$ cat src/rtl/core/tmc_pkg.sv
// tcp mss clamp: shared constants, codes and the decision type
// passed from the parser to the result stage; no dependencies
`default_nettype none

package tmc_pkg;

   localparam int unsigned CSR_INDEX_WIDTH = 8;
   localparam int unsigned CLAMP_WIDTH     = 11;

   // register indexes of the configuration port
   localparam logic [CSR_INDEX_WIDTH-1:0] CSR_IPV4_MSS_CLAMP = 8'd0;
   localparam logic [CSR_INDEX_WIDTH-1:0] CSR_IPV6_MSS_CLAMP = 8'd1;

   localparam logic [CLAMP_WIDTH-1:0] IPV4_CLAMP_MIN = 11'd536;
   localparam logic [CLAMP_WIDTH-1:0] IPV4_CLAMP_MAX = 11'd1460;
   localparam logic [CLAMP_WIDTH-1:0] IPV6_CLAMP_MIN = 11'd516;
   localparam logic [CLAMP_WIDTH-1:0] IPV6_CLAMP_MAX = 11'd1440;

   localparam logic [5:0] IPV6_HDR_LEN = 6'd40;
   localparam logic [7:0] TCP_PROTO    = 8'd6;

   // tcp option kinds
   localparam logic [7:0] OPT_EOL     = 8'd0;
   localparam logic [7:0] OPT_NOP     = 8'd1;
   localparam logic [7:0] OPT_MSS     = 8'd2;
   localparam logic [7:0] OPT_MSS_LEN = 8'd4;

   typedef struct packed {
      logic                   valid;
      logic                   rewrite;
      logic [6:0]             mss_offset;
      logic [15:0]            old_mss;
      logic [CLAMP_WIDTH-1:0] clamp;
      logic [15:0]            held_checksum;
   } tmc_decision_type;

endpackage

`default_nettype wire

$ cat src/rtl/core/tmc_intf.sv
// tcp mss clamp: valid/ready channel interfaces for packet bytes,
// results and configuration writes; depends on tmc_pkg
`default_nettype none

interface tmc_req_if;
   logic       valid;
   logic       ready;
   logic [7:0] data_byte;
   logic       is_ipv6;
   logic       last_byte;

   modport source (output valid, data_byte, is_ipv6, last_byte, input ready);
   modport sink   (input valid, data_byte, is_ipv6, last_byte, output ready);
endinterface

interface tmc_rsp_if;
   logic        valid;
   logic        ready;
   logic        rewrite;
   logic [6:0]  mss_offset;
   logic [15:0] old_mss;
   logic [15:0] new_mss;
   logic [15:0] new_checksum;

   modport source (output valid, rewrite, mss_offset, old_mss, new_mss, new_checksum,
                   input ready);
   modport sink   (input valid, rewrite, mss_offset, old_mss, new_mss, new_checksum,
                   output ready);
endinterface

interface tmc_csr_if;
   logic                                valid;
   logic                                ready;
   logic [tmc_pkg::CSR_INDEX_WIDTH-1:0] index;
   logic [tmc_pkg::CLAMP_WIDTH-1:0]     wdata;

   modport source (output valid, index, wdata, input ready);
   modport sink   (input valid, index, wdata, output ready);
endinterface

`default_nettype wire

$ cat src/rtl/core/tmc_csr.sv
// tcp mss clamp: per-version clamp registers with range-checked writes
// depends on tmc_pkg and tmc_csr_if
`default_nettype none

module tmc_csr (
   input  wire                               clock,
   input  wire                               reset,
   tmc_csr_if.sink                           csr_if,
   output logic [tmc_pkg::CLAMP_WIDTH-1:0]   ipv4_clamp,
   output logic [tmc_pkg::CLAMP_WIDTH-1:0]   ipv6_clamp
);
   import tmc_pkg::*;

   logic [CLAMP_WIDTH-1:0] ipv4_clamp_ff;
   logic [CLAMP_WIDTH-1:0] ipv6_clamp_ff;

   assign csr_if.ready = 1'b1;
   assign ipv4_clamp   = ipv4_clamp_ff;
   assign ipv6_clamp   = ipv6_clamp_ff;

   always_ff @(posedge clock) begin
      if (reset) begin
         ipv4_clamp_ff <= '0;
         ipv6_clamp_ff <= '0;
      end else if (csr_if.valid) begin
         // out-of-range values and unknown indexes are dropped
         case (csr_if.index)
            CSR_IPV4_MSS_CLAMP: begin
               if (csr_if.wdata inside {[IPV4_CLAMP_MIN:IPV4_CLAMP_MAX]})
                  ipv4_clamp_ff <= csr_if.wdata;
            end
            CSR_IPV6_MSS_CLAMP: begin
               if (csr_if.wdata inside {[IPV6_CLAMP_MIN:IPV6_CLAMP_MAX]})
                  ipv6_clamp_ff <= csr_if.wdata;
            end
            default: ;
         endcase
      end
   end

endmodule

`default_nettype wire

$ cat src/rtl/core/tmc_parse.sv
// tcp mss clamp: input register and per-byte header / option walk
// depends on tmc_pkg and tmc_req_if
`default_nettype none

module tmc_parse (
   input  wire                               clock,
   input  wire                               reset,
   tmc_req_if.sink                           req_if,
   input  wire [tmc_pkg::CLAMP_WIDTH-1:0]    ipv4_clamp,
   input  wire [tmc_pkg::CLAMP_WIDTH-1:0]    ipv6_clamp,
   input  wire                               res_free,
   output tmc_pkg::tmc_decision_type         dec
);
   import tmc_pkg::*;

   typedef enum logic [1:0] {
      PH_KIND,
      PH_LEN,
      PH_MSS_HI,
      PH_MSS_LO
   } phase_type;

   // input register
   logic       hold_valid_ff;
   logic [7:0] data_ff;
   logic       v6_ff;
   logic       last_ff;

   // packet state
   logic [6:0]  pos_ff,      pos_in;
   logic [5:0]  iphl_ff,     iphl_in;
   logic        is_tcp_ff,   is_tcp_in;
   logic [5:0]  thl_ff,      thl_in;
   logic        syn_ff,      syn_in;
   logic [15:0] csum_ff,     csum_in;
   phase_type   phase_ff,    phase_in;
   logic [6:0]  next_opt_ff, next_opt_in;
   logic [7:0]  kind_ff,     kind_in;
   logic [15:0] mss_ff,      mss_in;
   logic [6:0]  mss_pos_ff,  mss_pos_in;
   logic        done_ff,     done_in;

   logic                   advance;
   logic [7:0]             hdr_base;
   logic [7:0]             pos_ext;
   logic [7:0]             tcp_end;
   logic [8:0]             skip_to;
   logic [CLAMP_WIDTH-1:0] clamp;

   assign advance      = hold_valid_ff && (!last_ff || res_free);
   assign req_if.ready = !hold_valid_ff || advance;

   always_comb begin
      iphl_in     = iphl_ff;
      is_tcp_in   = is_tcp_ff;
      thl_in      = thl_ff;
      syn_in      = syn_ff;
      csum_in     = csum_ff;
      phase_in    = phase_ff;
      next_opt_in = next_opt_ff;
      kind_in     = kind_ff;
      mss_in      = mss_ff;
      mss_pos_in  = mss_pos_ff;
      done_in     = done_ff;
      skip_to     = '0;

      if (pos_ff == 7'd0) begin
         iphl_in     = v6_ff ? IPV6_HDR_LEN : {data_ff[3:0], 2'b00};
         next_opt_in = {1'b0, iphl_in} + 7'd20;
         phase_in    = PH_KIND;
      end
      if ((!v6_ff && pos_ff == 7'd9) || (v6_ff && pos_ff == 7'd6))
         is_tcp_in = (data_ff == TCP_PROTO) && (iphl_in >= 6'd20);

      hdr_base = {2'b00, iphl_in};
      pos_ext  = {1'b0, pos_ff};
      if (pos_ext == hdr_base + 8'd12) thl_in = {data_ff[7:4], 2'b00};
      if (pos_ext == hdr_base + 8'd13) syn_in = data_ff[1];
      if (pos_ext == hdr_base + 8'd16) csum_in[15:8] = data_ff;
      if (pos_ext == hdr_base + 8'd17) csum_in[7:0]  = data_ff;
      tcp_end = hdr_base + {2'b00, thl_in};

      // option walk, only on bytes inside the tcp options area
      if (is_tcp_in && syn_in && !done_in && pos_ext >= hdr_base + 8'd20
          && pos_ext < tcp_end) begin
         case (phase_in)
            PH_KIND: begin
               if (pos_ff == next_opt_in) begin
                  if (data_ff == OPT_EOL) begin
                     done_in = 1'b1;
                  end else if (data_ff == OPT_NOP) begin
                     next_opt_in = pos_ff + 7'd1;
                  end else begin
                     kind_in  = data_ff;
                     phase_in = PH_LEN;
                  end
               end
            end
            PH_LEN: begin
               if (kind_in == OPT_MSS) begin
                  if (data_ff == OPT_MSS_LEN) begin
                     phase_in   = PH_MSS_HI;
                     mss_pos_in = pos_ff + 7'd1;
                  end else begin
                     done_in = 1'b1;
                  end
               end else if (data_ff < 8'd2) begin
                  done_in = 1'b1;
               end else begin
                  skip_to = {2'b00, pos_ff} + {1'b0, data_ff} - 9'd1;
                  if (skip_to >= {1'b0, tcp_end}) begin
                     done_in = 1'b1;
                  end else begin
                     next_opt_in = skip_to[6:0];
                     phase_in    = PH_KIND;
                  end
               end
            end
            PH_MSS_HI: begin
               // kind register doubles as the mss high byte
               kind_in  = data_ff;
               phase_in = PH_MSS_LO;
            end
            PH_MSS_LO: begin
               mss_in  = {kind_in, data_ff};
               done_in = 1'b1;
            end
            default: done_in = 1'b1;
         endcase
      end

      pos_in = (pos_ff == 7'd127) ? pos_ff : pos_ff + 7'd1;
   end

   assign clamp = v6_ff ? ipv6_clamp : ipv4_clamp;

   always_comb begin
      dec.valid         = advance && last_ff;
      dec.rewrite       = is_tcp_in && syn_in && (clamp != '0) && (thl_in > 6'd20)
                          && (mss_in > {5'b0, clamp});
      dec.mss_offset    = mss_pos_in;
      dec.old_mss       = mss_in;
      dec.clamp         = clamp;
      dec.held_checksum = csum_in;
   end

   always_ff @(posedge clock) begin
      if (reset) begin
         hold_valid_ff <= 1'b0;
      end else if (req_if.ready) begin
         hold_valid_ff <= req_if.valid;
      end
      if (req_if.ready) begin
         data_ff <= req_if.data_byte;
         v6_ff   <= req_if.is_ipv6;
         last_ff <= req_if.last_byte;
      end
   end

   always_ff @(posedge clock) begin
      if (reset || (advance && last_ff)) begin
         pos_ff      <= '0;
         iphl_ff     <= '0;
         is_tcp_ff   <= 1'b0;
         thl_ff      <= '0;
         syn_ff      <= 1'b0;
         csum_ff     <= '0;
         phase_ff    <= PH_KIND;
         next_opt_ff <= '0;
         kind_ff     <= '0;
         mss_ff      <= '0;
         mss_pos_ff  <= '0;
         done_ff     <= 1'b0;
      end else if (advance) begin
         pos_ff      <= pos_in;
         iphl_ff     <= iphl_in;
         is_tcp_ff   <= is_tcp_in;
         thl_ff      <= thl_in;
         syn_ff      <= syn_in;
         csum_ff     <= csum_in;
         phase_ff    <= phase_in;
         next_opt_ff <= next_opt_in;
         kind_ff     <= kind_in;
         mss_ff      <= mss_in;
         mss_pos_ff  <= mss_pos_in;
         done_ff     <= done_in;
      end
   end

   // a packet end is only processed when the result stage has room
   a_dec_has_room: assert property (@(posedge clock) disable iff (reset)
      dec.valid |-> res_free)
      else $error("packet decision issued while result stage full");

   // packet state starts over after the final byte
   a_state_cleared: assert property (@(posedge clock) disable iff (reset)
      dec.valid |=> (pos_ff == 7'd0) && !done_ff && (mss_ff == 16'd0))
      else $error("packet state not cleared after last byte");

endmodule

`default_nettype wire

$ cat src/rtl/core/tmc_result.sv
// tcp mss clamp: incremental checksum update and result output register
// depends on tmc_pkg and tmc_rsp_if
`default_nettype none

module tmc_result (
   input  wire                          clock,
   input  wire                          reset,
   input  tmc_pkg::tmc_decision_type    dec,
   output logic                         res_free,
   tmc_rsp_if.source                    rsp_if
);
   import tmc_pkg::*;

   logic        valid_ff;
   logic        rewrite_ff;
   logic [6:0]  offset_ff;
   logic [15:0] old_mss_ff;
   logic [15:0] new_mss_ff;
   logic [15:0] csum_ff;

   logic [17:0] sum_raw;
   logic [16:0] sum_fold1;
   logic [15:0] sum_fold2;
   logic [15:0] csum_new;

   // ones-complement update: ~(~hc + ~m + m')
   always_comb begin
      sum_raw   = {2'b00, ~dec.held_checksum} + {2'b00, ~dec.old_mss}
                  + {7'b0, dec.clamp};
      sum_fold1 = {1'b0, sum_raw[15:0]} + {15'b0, sum_raw[17:16]};
      sum_fold2 = sum_fold1[15:0] + {15'b0, sum_fold1[16]};
      csum_new  = ~sum_fold2;
   end

   assign res_free = !valid_ff || rsp_if.ready;

   always_ff @(posedge clock) begin
      if (reset) begin
         valid_ff <= 1'b0;
      end else if (dec.valid) begin
         valid_ff <= 1'b1;
      end else if (rsp_if.ready) begin
         valid_ff <= 1'b0;
      end
      if (dec.valid) begin
         rewrite_ff <= dec.rewrite;
         offset_ff  <= dec.rewrite ? dec.mss_offset : '0;
         old_mss_ff <= dec.old_mss;
         new_mss_ff <= dec.rewrite ? {5'b0, dec.clamp} : '0;
         csum_ff    <= dec.rewrite ? csum_new : '0;
      end
   end

   assign rsp_if.valid        = valid_ff;
   assign rsp_if.rewrite      = rewrite_ff;
   assign rsp_if.mss_offset   = offset_ff;
   assign rsp_if.old_mss      = old_mss_ff;
   assign rsp_if.new_mss      = new_mss_ff;
   assign rsp_if.new_checksum = csum_ff;

   a_rewrite_lowers: assert property (@(posedge clock) disable iff (reset)
      rsp_if.valid && rsp_if.rewrite |->
         (rsp_if.new_mss != 16'd0) && (rsp_if.new_mss < rsp_if.old_mss))
      else $error("rewrite does not lower the mss");

   a_no_rewrite_zero: assert property (@(posedge clock) disable iff (reset)
      rsp_if.valid && !rsp_if.rewrite |->
         (rsp_if.new_mss == 16'd0) && (rsp_if.new_checksum == 16'd0)
         && (rsp_if.mss_offset == 7'd0))
      else $error("fields not zero without rewrite");

endmodule

`default_nettype wire

$ cat src/rtl/core/tcp_mss_clamp_top.sv
// tcp mss clamp top: one packet byte per transaction, one result per packet
// a last byte waits in the input register for room in the result stage's output register
// throughput: one byte per cycle; a last byte waits only while an earlier result is held
// and not taken
// reset: clamps read 0 (disabled), packet state and both channels empty
// depends on tmc_pkg, tmc_intf, tmc_csr, tmc_parse and tmc_result
`default_nettype none

module tcp_mss_clamp_top (
   input  wire        clock,
   input  wire        reset,
   tmc_req_if.sink    req_if,
   tmc_rsp_if.source  rsp_if,
   tmc_csr_if.sink    csr_if
);
   import tmc_pkg::*;

   logic [CLAMP_WIDTH-1:0] ipv4_clamp;
   logic [CLAMP_WIDTH-1:0] ipv6_clamp;
   logic                   res_free;
   tmc_decision_type       dec;

   tmc_csr u_csr (
      .clock      (clock),
      .reset      (reset),
      .csr_if     (csr_if),
      .ipv4_clamp (ipv4_clamp),
      .ipv6_clamp (ipv6_clamp)
   );

   tmc_parse u_parse (
      .clock      (clock),
      .reset      (reset),
      .req_if     (req_if),
      .ipv4_clamp (ipv4_clamp),
      .ipv6_clamp (ipv6_clamp),
      .res_free   (res_free),
      .dec        (dec)
   );

   tmc_result u_result (
      .clock    (clock),
      .reset    (reset),
      .dec      (dec),
      .res_free (res_free),
      .rsp_if   (rsp_if)
   );

endmodule

`default_nettype wire

$ cat src/flat_wrapper.sv
// flat-port wrapper written by rule: the top's interface ports become plain ports
module tcp_mss_clamp_top_flat import tmc_pkg::*;
  (clock, reset, req_if_valid, req_if_data_byte, req_if_is_ipv6, req_if_last_byte, req_if_ready, rsp_if_valid, rsp_if_rewrite, rsp_if_mss_offset, rsp_if_old_mss, rsp_if_new_mss, rsp_if_new_checksum, rsp_if_ready, csr_if_valid, csr_if_index, csr_if_wdata, csr_if_ready);
  tmc_req_if req_if_i ();
  tmc_rsp_if rsp_if_i ();
  tmc_csr_if csr_if_i ();
  input  wire clock;
  input  wire reset;
  input wire logic [$bits(req_if_i.valid)-1:0] req_if_valid;
  input wire logic [$bits(req_if_i.data_byte)-1:0] req_if_data_byte;
  input wire logic [$bits(req_if_i.is_ipv6)-1:0] req_if_is_ipv6;
  input wire logic [$bits(req_if_i.last_byte)-1:0] req_if_last_byte;
  output wire logic [$bits(req_if_i.ready)-1:0] req_if_ready;
  output wire logic [$bits(rsp_if_i.valid)-1:0] rsp_if_valid;
  output wire logic [$bits(rsp_if_i.rewrite)-1:0] rsp_if_rewrite;
  output wire logic [$bits(rsp_if_i.mss_offset)-1:0] rsp_if_mss_offset;
  output wire logic [$bits(rsp_if_i.old_mss)-1:0] rsp_if_old_mss;
  output wire logic [$bits(rsp_if_i.new_mss)-1:0] rsp_if_new_mss;
  output wire logic [$bits(rsp_if_i.new_checksum)-1:0] rsp_if_new_checksum;
  input wire logic [$bits(rsp_if_i.ready)-1:0] rsp_if_ready;
  input wire logic [$bits(csr_if_i.valid)-1:0] csr_if_valid;
  input wire logic [$bits(csr_if_i.index)-1:0] csr_if_index;
  input wire logic [$bits(csr_if_i.wdata)-1:0] csr_if_wdata;
  output wire logic [$bits(csr_if_i.ready)-1:0] csr_if_ready;
  assign req_if_i.valid = req_if_valid;
  assign req_if_i.data_byte = req_if_data_byte;
  assign req_if_i.is_ipv6 = req_if_is_ipv6;
  assign req_if_i.last_byte = req_if_last_byte;
  assign req_if_ready = req_if_i.ready;
  assign rsp_if_valid = rsp_if_i.valid;
  assign rsp_if_rewrite = rsp_if_i.rewrite;
  assign rsp_if_mss_offset = rsp_if_i.mss_offset;
  assign rsp_if_old_mss = rsp_if_i.old_mss;
  assign rsp_if_new_mss = rsp_if_i.new_mss;
  assign rsp_if_new_checksum = rsp_if_i.new_checksum;
  assign rsp_if_i.ready = rsp_if_ready;
  assign csr_if_i.valid = csr_if_valid;
  assign csr_if_i.index = csr_if_index;
  assign csr_if_i.wdata = csr_if_wdata;
  assign csr_if_ready = csr_if_i.ready;
  tcp_mss_clamp_top u_core (.clock(clock), .reset(reset), .req_if(req_if_i), .rsp_if(rsp_if_i), .csr_if(csr_if_i));
endmodule
$ cat config.mk
export PLATFORM = sky130hd
export DESIGN_NAME = tcp_mss_clamp_top_flat
export DESIGN_NICKNAME = d
export VERILOG_FILES = /design/src/rtl/core/tmc_pkg.sv /design/src/rtl/core/tmc_intf.sv /design/src/rtl/core/tmc_csr.sv /design/src/rtl/core/tmc_parse.sv /design/src/rtl/core/tmc_result.sv /design/src/rtl/core/tcp_mss_clamp_top.sv /design/src/flat_wrapper.sv
export SDC_FILE = /design/constraint.sdc
export NUM_CORES = 1
export LEC_CHECK = 0
export BUFFER_PORTS_ARGS = -buffer_cell sky130_fd_sc_hd__buf_2
export CAP_MARGIN = 20
export CORE_MARGIN = 2
export CORE_UTILIZATION = 24
export CTS_BUF_LIST = sky130_fd_sc_hd__clkbuf_4 sky130_fd_sc_hd__clkbuf_8
export DETAILED_ROUTE_END_ITERATION = 12
export HOLD_SLACK_MARGIN = 0.06
export PLACE_DENSITY = 0.43
export SYNTH_ARGS = -nofsm -noshare
export SYNTH_HDL_FRONTEND = slang
export SYNTH_SLANG_ARGS = --single-unit
$ cat constraint.sdc
create_clock -name clock -period 12.3 [get_ports clock]
set_input_delay 2.46 -clock clock [delete_from_list [all_inputs] [get_ports clock]]
set_output_delay 2.46 -clock clock [all_outputs]
set_load 0.01 [all_outputs]
After elaboration in Yosys (flattened, before gate mapping)
Cells that the tools add are included.

Equality and inequality tests: 22. $add $sub $neg: 14. Reduce and logical (&&, ||, !) cells: 37. Bitwise operators: 4. Muxes and demuxes: 46. $lt $le $gt $ge: 11.

Operators with widths (number): $mux 7 (12); $not 16->16 (3); $mux 8 (5); $eq 7x7->1 (5); $mux 16 (2); $add 6x5->7 const B (4); $ge 11x10->1 const B (2); $le 11x11->1 const B (2); $add 17x11->18 (1); $mux 2 (9); $mux 6 (3); $add 16x16->17 (1); $add 16x2->17 (1); $add 16x1->16 (1); $eq 8x1->1 const B (2); $eq 8x3->1 const B (2); $gt 16x11->1 (1); $logic_not 8->1 (2); $pmux 8 s2 (1); $add 6x4->7 const B (2); $logic_and 1x1->1 (14); $pmux 7 s2 (1); $mux 11 (1); $reduce_bool 11->1 (1); 33 further kinds (56).

Output and inout bits: 59. Word-level logic and storage cells: 159. Input bits: 34. Register bits after elaboration: 168.

Logic depth before layout (Yosys ltp)
Depth after elaboration: 16. Gate-level depth with buffers: 55. Depth with buffers taken out: 55.

Hierarchy
A second synthesis with hierarchy kept.

Cell total of the unflattened synthesis: 1378. Area, all modules: 12289.3 um2.

Modules (own cells, without submodules): tmc_parse (area an instance 7104.3 um2, instances 1, cells each 856, sequential area each 1881.8 um2); tmc_result (area an instance 3838.7 um2, instances 1, cells each 371, sequential area each 1551.5 um2); tmc_csr (area an instance 1346.3 um2, instances 1, cells each 151, sequential area each 440.4 um2).

Worst setup path after synthesis
Ideal clock, no wire load.

Kind: reg-to-reg. Start: reg u_core.u_parse.pos_ff[0]. End: reg u_core.u_result.csum_ff[14], in the netlist u_core.u_result.rsp_if.new_checksum[14], data pin. Slack: 0.118 ns. Arrival time: 11.930 ns. Period minus slack after synthesis: 12.182 ns. Path buffers: 3. Setup time: 0.252 ns. Cell stages (with the launch flop): 54. Data required time: 12.048 ns. Cells stage by stage: dfxtp_1 inv_1 ha_1 nor3b_2 nand2_1 a21oi_1 inv_1 ha_1 clkbuf_1 or4b_4 a211oi_4 and2b_1 ha_1 a21o_1 a21oi_1 nor2b_1 mux4_1 o21ai_0 [18 not listed] o21bai_1 a21oi_1 nor2b_1 o21a_1 fa_1 nor3b_1 nand3_1 nor4_1 nand4_1 nor3_1 ha_1 ha_1 and3_1 nand3_1 nor3_1 nand4b_1 xnor3_1 nor2_1.

Elaborated cells on any way between the ends: 46. Those cells by class: add/sub (10); order compare (5); eq/ne (7); mux (9); bitwise (3); reduce/logical (12).

RTL lines: from (decl) (RTL line tmc_parse.sv:30) `logic [6:0] pos_ff, pos_in;`; from (signal assigned) (RTL line tmc_parse.sv:175) `pos_ff <= pos_in;`; $logic_not 7->1 (*) (RTL line tmc_parse.sv:67) `if (pos_ff == 7'd0) begin`; $mux 6 (*) (RTL line tmc_parse.sv:67); via u_core.u_parse.iphl_in[2] (RTL line tmc_parse.sv:31) `logic [5:0] iphl_ff, iphl_in;`; $add 6x4->7 (*) (RTL line tmc_parse.sv:77) `if (pos_ext == hdr_base + 8'd12) thl_in = {data_ff[7:4], 2'b00};`; $eq 7x7->1 (*) (RTL line tmc_parse.sv:77); $mux 6 (*) (RTL line tmc_parse.sv:77); via u_core.u_parse.thl_in[1] (RTL line tmc_parse.sv:33) `logic [5:0] thl_ff, thl_in;`; $add 6x6->7 (RTL line tmc_parse.sv:81) `tcp_end = hdr_base + {2'b00, thl_in};`; $lt 7x7->1 (RTL line tmc_parse.sv:85) `&& pos_ext < tcp_end) begin`; $logic_and 1x1->1 (RTL line tmc_parse.sv:85); $mux 16 (RTL line tmc_parse.sv:84) `if (is_tcp_in && syn_in && !done_in && pos_ext >= hdr_base + 8'd20`; $not 16->16 (RTL line tmc_result.sv:28) `sum_raw = {2'b00, ~dec.held_checksum} + {2'b00, ~dec.old_mss}`; $add 16x16->17 (RTL line tmc_result.sv:28); $add 17x11->18 (RTL line tmc_result.sv:29) `+ {7'b0, dec.clamp};`; $add 16x2->17 (RTL line tmc_result.sv:30) `sum_fold1 = {1'b0, sum_raw[15:0]} + {15'b0, sum_raw[17:16]};`; $add 16x1->16 (RTL line tmc_result.sv:31) `sum_fold2 = sum_fold1[15:0] + {15'b0, sum_fold1[16]};`; $not 16->16 (RTL line tmc_result.sv:32) `csum_new = ~sum_fold2;`; to (signal assigned) (RTL line tmc_result.sv:50) `csum_ff <= dec.rewrite ? csum_new : '0;`; to (decl) (RTL line tmc_result.sv:19) `logic [15:0] csum_ff;`.

Mark *: on every way through the listed nets, which the timed path passes. The rest lies on a longest branch. A chain may end at the register's enable or synchronous reset.

Worst setup path in the final report
Start: reg u_core.u_parse.pos_ff[0]. End: reg u_core.u_result.csum_ff[14], in the netlist u_core.u_result.rsp_if.new_checksum[14], data pin.

Elaborated cells on any way between the ends: 46. Those cells by class: add/sub (10); order compare (5); eq/ne (7); mux (9); bitwise (3); reduce/logical (12).

RTL lines (RTL line): $logic_not 7->1 (tmc_parse.sv:67); $mux 6 (tmc_parse.sv:67); $add 6x4->7 (tmc_parse.sv:77); $eq 7x7->1 (*) (tmc_parse.sv:77); $mux 6 (*) (tmc_parse.sv:77); via u_core.u_parse.thl_in[1] (tmc_parse.sv:33); $add 6x6->7 (tmc_parse.sv:81); $lt 7x7->1 (tmc_parse.sv:85); $logic_and 1x1->1 (tmc_parse.sv:85); $mux 16 (tmc_parse.sv:84); $not 16->16 (tmc_result.sv:28); $add 16x16->17 (tmc_result.sv:28); $add 17x11->18 (tmc_result.sv:29); $add 16x2->17 (tmc_result.sv:30); $add 16x1->16 (tmc_result.sv:31); $not 16->16 (tmc_result.sv:32).

Marks and branches as above.

==> metrics.md <==
| Metric | Value |
|---|---|
| Clk root buf | `clkbuf_8` |
| Synth area leader | `dfxtp_1` |
| Wirelength per Cell | `17.9 um` |
| Sequential group share of total power | `38.9%` |
| Fin crit share | `93.5%` |
| PwrDens | `116 nW/um^2` |
| Slew Viols, Final | `0` |
| Sequential area share after synthesis | `35.0%` |
| Final worst slack | `0.795 ns` |
| Top delay family on crit path | `simple AND/OR/NAND/NOR gates` |
| Pre-CTS setup slack | `-0.0512 ns` |
| Drt initial violations | `585` |
| DR DRC count | `0` |
| Critical Path Start Type | `flop` |
| Htree depth | `4` |
| Most frequent cells in the layout | `nor2_1, dfxtp_1, mux2i_1, buf_2, ha_1` |
| Crit-path max cell delay | `0.54 ns` |
| Area share of the largest cell type after synthesis | `18.5%` |
| Top-Level Pins | `93` |
| Most common cell after layout, fill and taps aside | `nor2_1` |
| Status | `complete, no violations` |
| Arrival time worst endpoint | `11.76 ns` |
| Clock power frac | `29.2%` |
| Post-Route WL | `34500 um` |
| HPWL after DPL | `25900 um` |
| Synth top area cells | `dfxtp_1, edfxtp_1, ha_1` |
| Fin area | `12900 um^2` |
| CP most frequent cell | `ha_1` |
| Post-DR vias/cell | `4.77` |
| Core area | `45500 um^2` |
| Die Wd | `219 um` |
| Setup-failing EPs final | `0` |
| R2R depth | `53` |
| Max-slew headroom | `39.4%` |
| Via count | `9177` |
| Max Freq | `86.9 MHz` |
| Setup Skew | `0.0218 ns` |
| Post-route ant nets | `0` |
| Avg Synthesized Cell Area | `9.14 um^2` |
| Worst setup endpoint | `u_core.u_result.rsp_if.new_checksum[14]$_SDFFCE_PN0P_` |
| Switch Pwr | `551 uW` |
| Reg2reg start | `u_core.u_parse.pos_ff[0]$_SDFFE_PP0P_` |
| Clk pin slew, worst setup/hold paths | `0.11 ns` |
| DIE HEIGHT | `219 um` |
| Placed Instance Area | `12300 um^2` |
| CTS max path bufs | `2` |
| Worst-skew pair later-pin latency | `0.53 ns` |
| FFs w/ async S/R, synth | `0%` |
| Final hold vios | `0` |
| Worst R2R Setup Slack | `0.79 ns` |
| Via count of the first global-routing pass | `9022` |
| WS Path Type | `flop to flop` |
| Synth Instances | `1210` |
| Overall routing resource usage | `14.7%` |
| CTS tree | `done` |
| Largest net degree at the start of global routing | `64` |
| DRT Pass-1 Iters | `5` |
| Global-route wire length before repair | `53600 um` |
| Syn. warnings | `0` |
| Worst Path Required | `12.55 ns` |
| Crit-path max FO | `9` |
| Setup crit start | `u_core.u_parse.pos_ff[0]$_SDFFE_PP0P_` |
| Placer congestion estimate | `0.891` |
| Yosys cell types | `86` |
| Layout cells sized above 1 | `17.7%` |
| Number of synthesized flops with an enable pin | `61` |
| Worst r2r dst | `u_core.u_result.rsp_if.new_checksum[14]$_SDFFCE_PN0P_` |
| Number of cells on the critical path | `53` |
| Top FF cell, synth | `dfxtp_1` |
| Mapped Area | `11100 um^2` |
| Clk sinks | `163` |
| Nets | `1446` |
| Initial antenna violation count | `1` |
| Slowest stage cell, crit path | `or4b_4` |
| Global route overflow | `0` |
| TritonCTS Buffers | `17` |
| Initial core utilization | `24.3%` |
| Seq cells post-synth | `163` |
| Full die area | `47800 um^2` |
| Least-Margin Pin Slew | `0.906 ns` |
| Leak | `0.00542 uW` |
| Area grow syn2layout | `16.9%` |
| Critical path endpoint category | `flop` |
| Maximum VDD drop | `0.0606 mV` |
| Comb power frac | `31.9%` |
| Hold Crit Class | `flop to flop` |
| Port buffer count | `86` |
| Pint | `946 uW` |
| Switching share of power | `36.8%` |
| Max Cap Violations | `0` |
| FP Rows | `78` |
| Crit path time final | `11.51 ns` |
| CP bufs+invs | `4` |
how the worst min path moves through the flow:
stage                                                          from                                        end  slack [ns]  cells after the start
final                     u_core.u_parse.mss_pos_ff[2]$_SDFFE_PP0P_  u_core.u_parse.mss_pos_ff[2]$_SDFFE_PP0P_        0.46                      2
after global routing      u_core.u_parse.mss_pos_ff[2]$_SDFFE_PP0P_  u_core.u_parse.mss_pos_ff[2]$_SDFFE_PP0P_        0.49                      2
after CTS                 u_core.u_parse.mss_pos_ff[2]$_SDFFE_PP0P_  u_core.u_parse.mss_pos_ff[2]$_SDFFE_PP0P_        0.47                      2
after detailed placement  u_core.u_parse.mss_pos_ff[5]$_SDFFE_PP0P_  u_core.u_parse.mss_pos_ff[5]$_SDFFE_PP0P_        0.45                      2
after global placement    u_core.u_parse.mss_pos_ff[4]$_SDFFE_PP0P_  u_core.u_parse.mss_pos_ff[4]$_SDFFE_PP0P_        0.44                      2
after floorplan           u_core.u_parse.mss_pos_ff[1]$_SDFFE_PP0P_  u_core.u_parse.mss_pos_ff[1]$_SDFFE_PP0P_        0.44                      2
routing by layer:
layer  GRT usage (%)  vias to the layer above  wire length, um
met5               0                        -                0
met4            3.94                        0              485
met3            2.95                       30             1410
met2            22.5                      185            15300
met1            20.9                     4428            17300
li1                -                     4534                -
through the flow:
stage | power [uW] | std cells | hold WS (ns) | utilization [%] | setup TNS (ns)
after detailed placement | 1050 | 1884 | 0.451 | 27.0 | -0.0691
after global placement | 1050 | 1884 | 0.443 | 27.0 | 0
after CTS | 1500 | 1916 | 0.466 | 28.0 | 0
final | 1500 | 1925 | 0.462 | 28.4 | 0
after global routing | 1590 | 1925 | 0.486 | 28.4 | -0.116
after floorplan | 921 | 1214 | 0.435 | - | 0
area by class of cell:
cell class / instances / area, um^2
Fill cell: 4917 / 32500
Tap cell: 600 / 751
Timing Repair Buffer: 138 / 825
Antenna cell: 1 / 2.50
Sequential cell: 163 / 3870
Inverter: 83 / 312
Clock inverter: 14 / 181
Clock buffer: 18 / 248
Multi-Input combinational cell: 908 / 6740
flip-flops by register name, summed over array words and instances, names as in the netlist, 2 cells and up:
| name | count |
|---|---|
| u_core.u_csr.ipv4_clamp | 11 |
| u_core.u_csr.ipv6_clamp | 11 |
| u_core.u_parse.csum_ff | 16 |
| u_core.u_parse.data_ff | 8 |
| u_core.u_parse.iphl_ff | 6 |
| u_core.u_parse.kind_ff | 8 |
| u_core.u_parse.mss_ff | 16 |
| u_core.u_parse.mss_pos_ff | 7 |
| u_core.u_parse.next_opt_ff | 7 |
| u_core.u_parse.phase_ff | 2 |
| u_core.u_parse.pos_ff | 7 |
| u_core.u_parse.thl_ff | 6 |
| u_core.u_result.rsp_if.mss_offset | 7 |
| u_core.u_result.rsp_if.new_checksum | 16 |
| u_core.u_result.rsp_if.new_mss | 11 |
| u_core.u_result.rsp_if.old_mss | 16 |
tightest hold or removal path, cell delays in order (launching register included):
cell and delay [ns]:
dfxtp_1 0.32, nand2_1 0.05, o21ai_0 0.06
kinds of logic (layout without fill, tap and decap cells):
group | count (synthesis) | after routing | share of synthesized area [%]
AND/OR/NAND/NOR | 373 | 373 | 16.5
AO/OA/AOI/OAI | 264 | 264 | 16.0
flip-flops | 163 | 163 | 35.0
buffers and inverters | 143 | 253 | 5.64
adder cells (fa/ha/maj) | 102 | 102 | 12.5
multiplexers | 95 | 95 | 8.81
XOR/XNOR | 68 | 68 | 5.51
other | 2 | 7 | 0.0679
cells in the mapped netlist, types with 9 or more instances:
master and count:
nor2_1 161, nand3_1 22, inv_1 82, o211ai_1 11, a21o_1 15, mux2i_1 88
fa_1 15, and3_1 15, o21a_1 9, nand2_1 56, nand4_1 18, a211oi_1 33
edfxtp_1 61, xor2_1 17, ha_1 86, nor2b_1 11, nor3_1 23, o21ai_0 46
xnor2_1 50, nand2b_1 12, clkbuf_1 38, dfxtp_1 102, a21oi_1 77
power by group through the flow:
stage / Combinational [uW] / Sequential [uW] / Clock (uW)
after global placement: 453 / 595 / 0
after CTS: 456 / 583 / 456
after detailed placement: 450 / 595 / 0
after floorplan: 328 / 594 / 0
after global routing: 527 / 584 / 477
final: 477 / 583 / 437
what timing repair did:
action	CTS	global route
setup endpoints to repair	3	15
pin swaps	0	5
hold buffers	0	0
resized for setup	4	29
setup buffers	0	8
No activity file was read; power rests on OpenSTA's default activity.
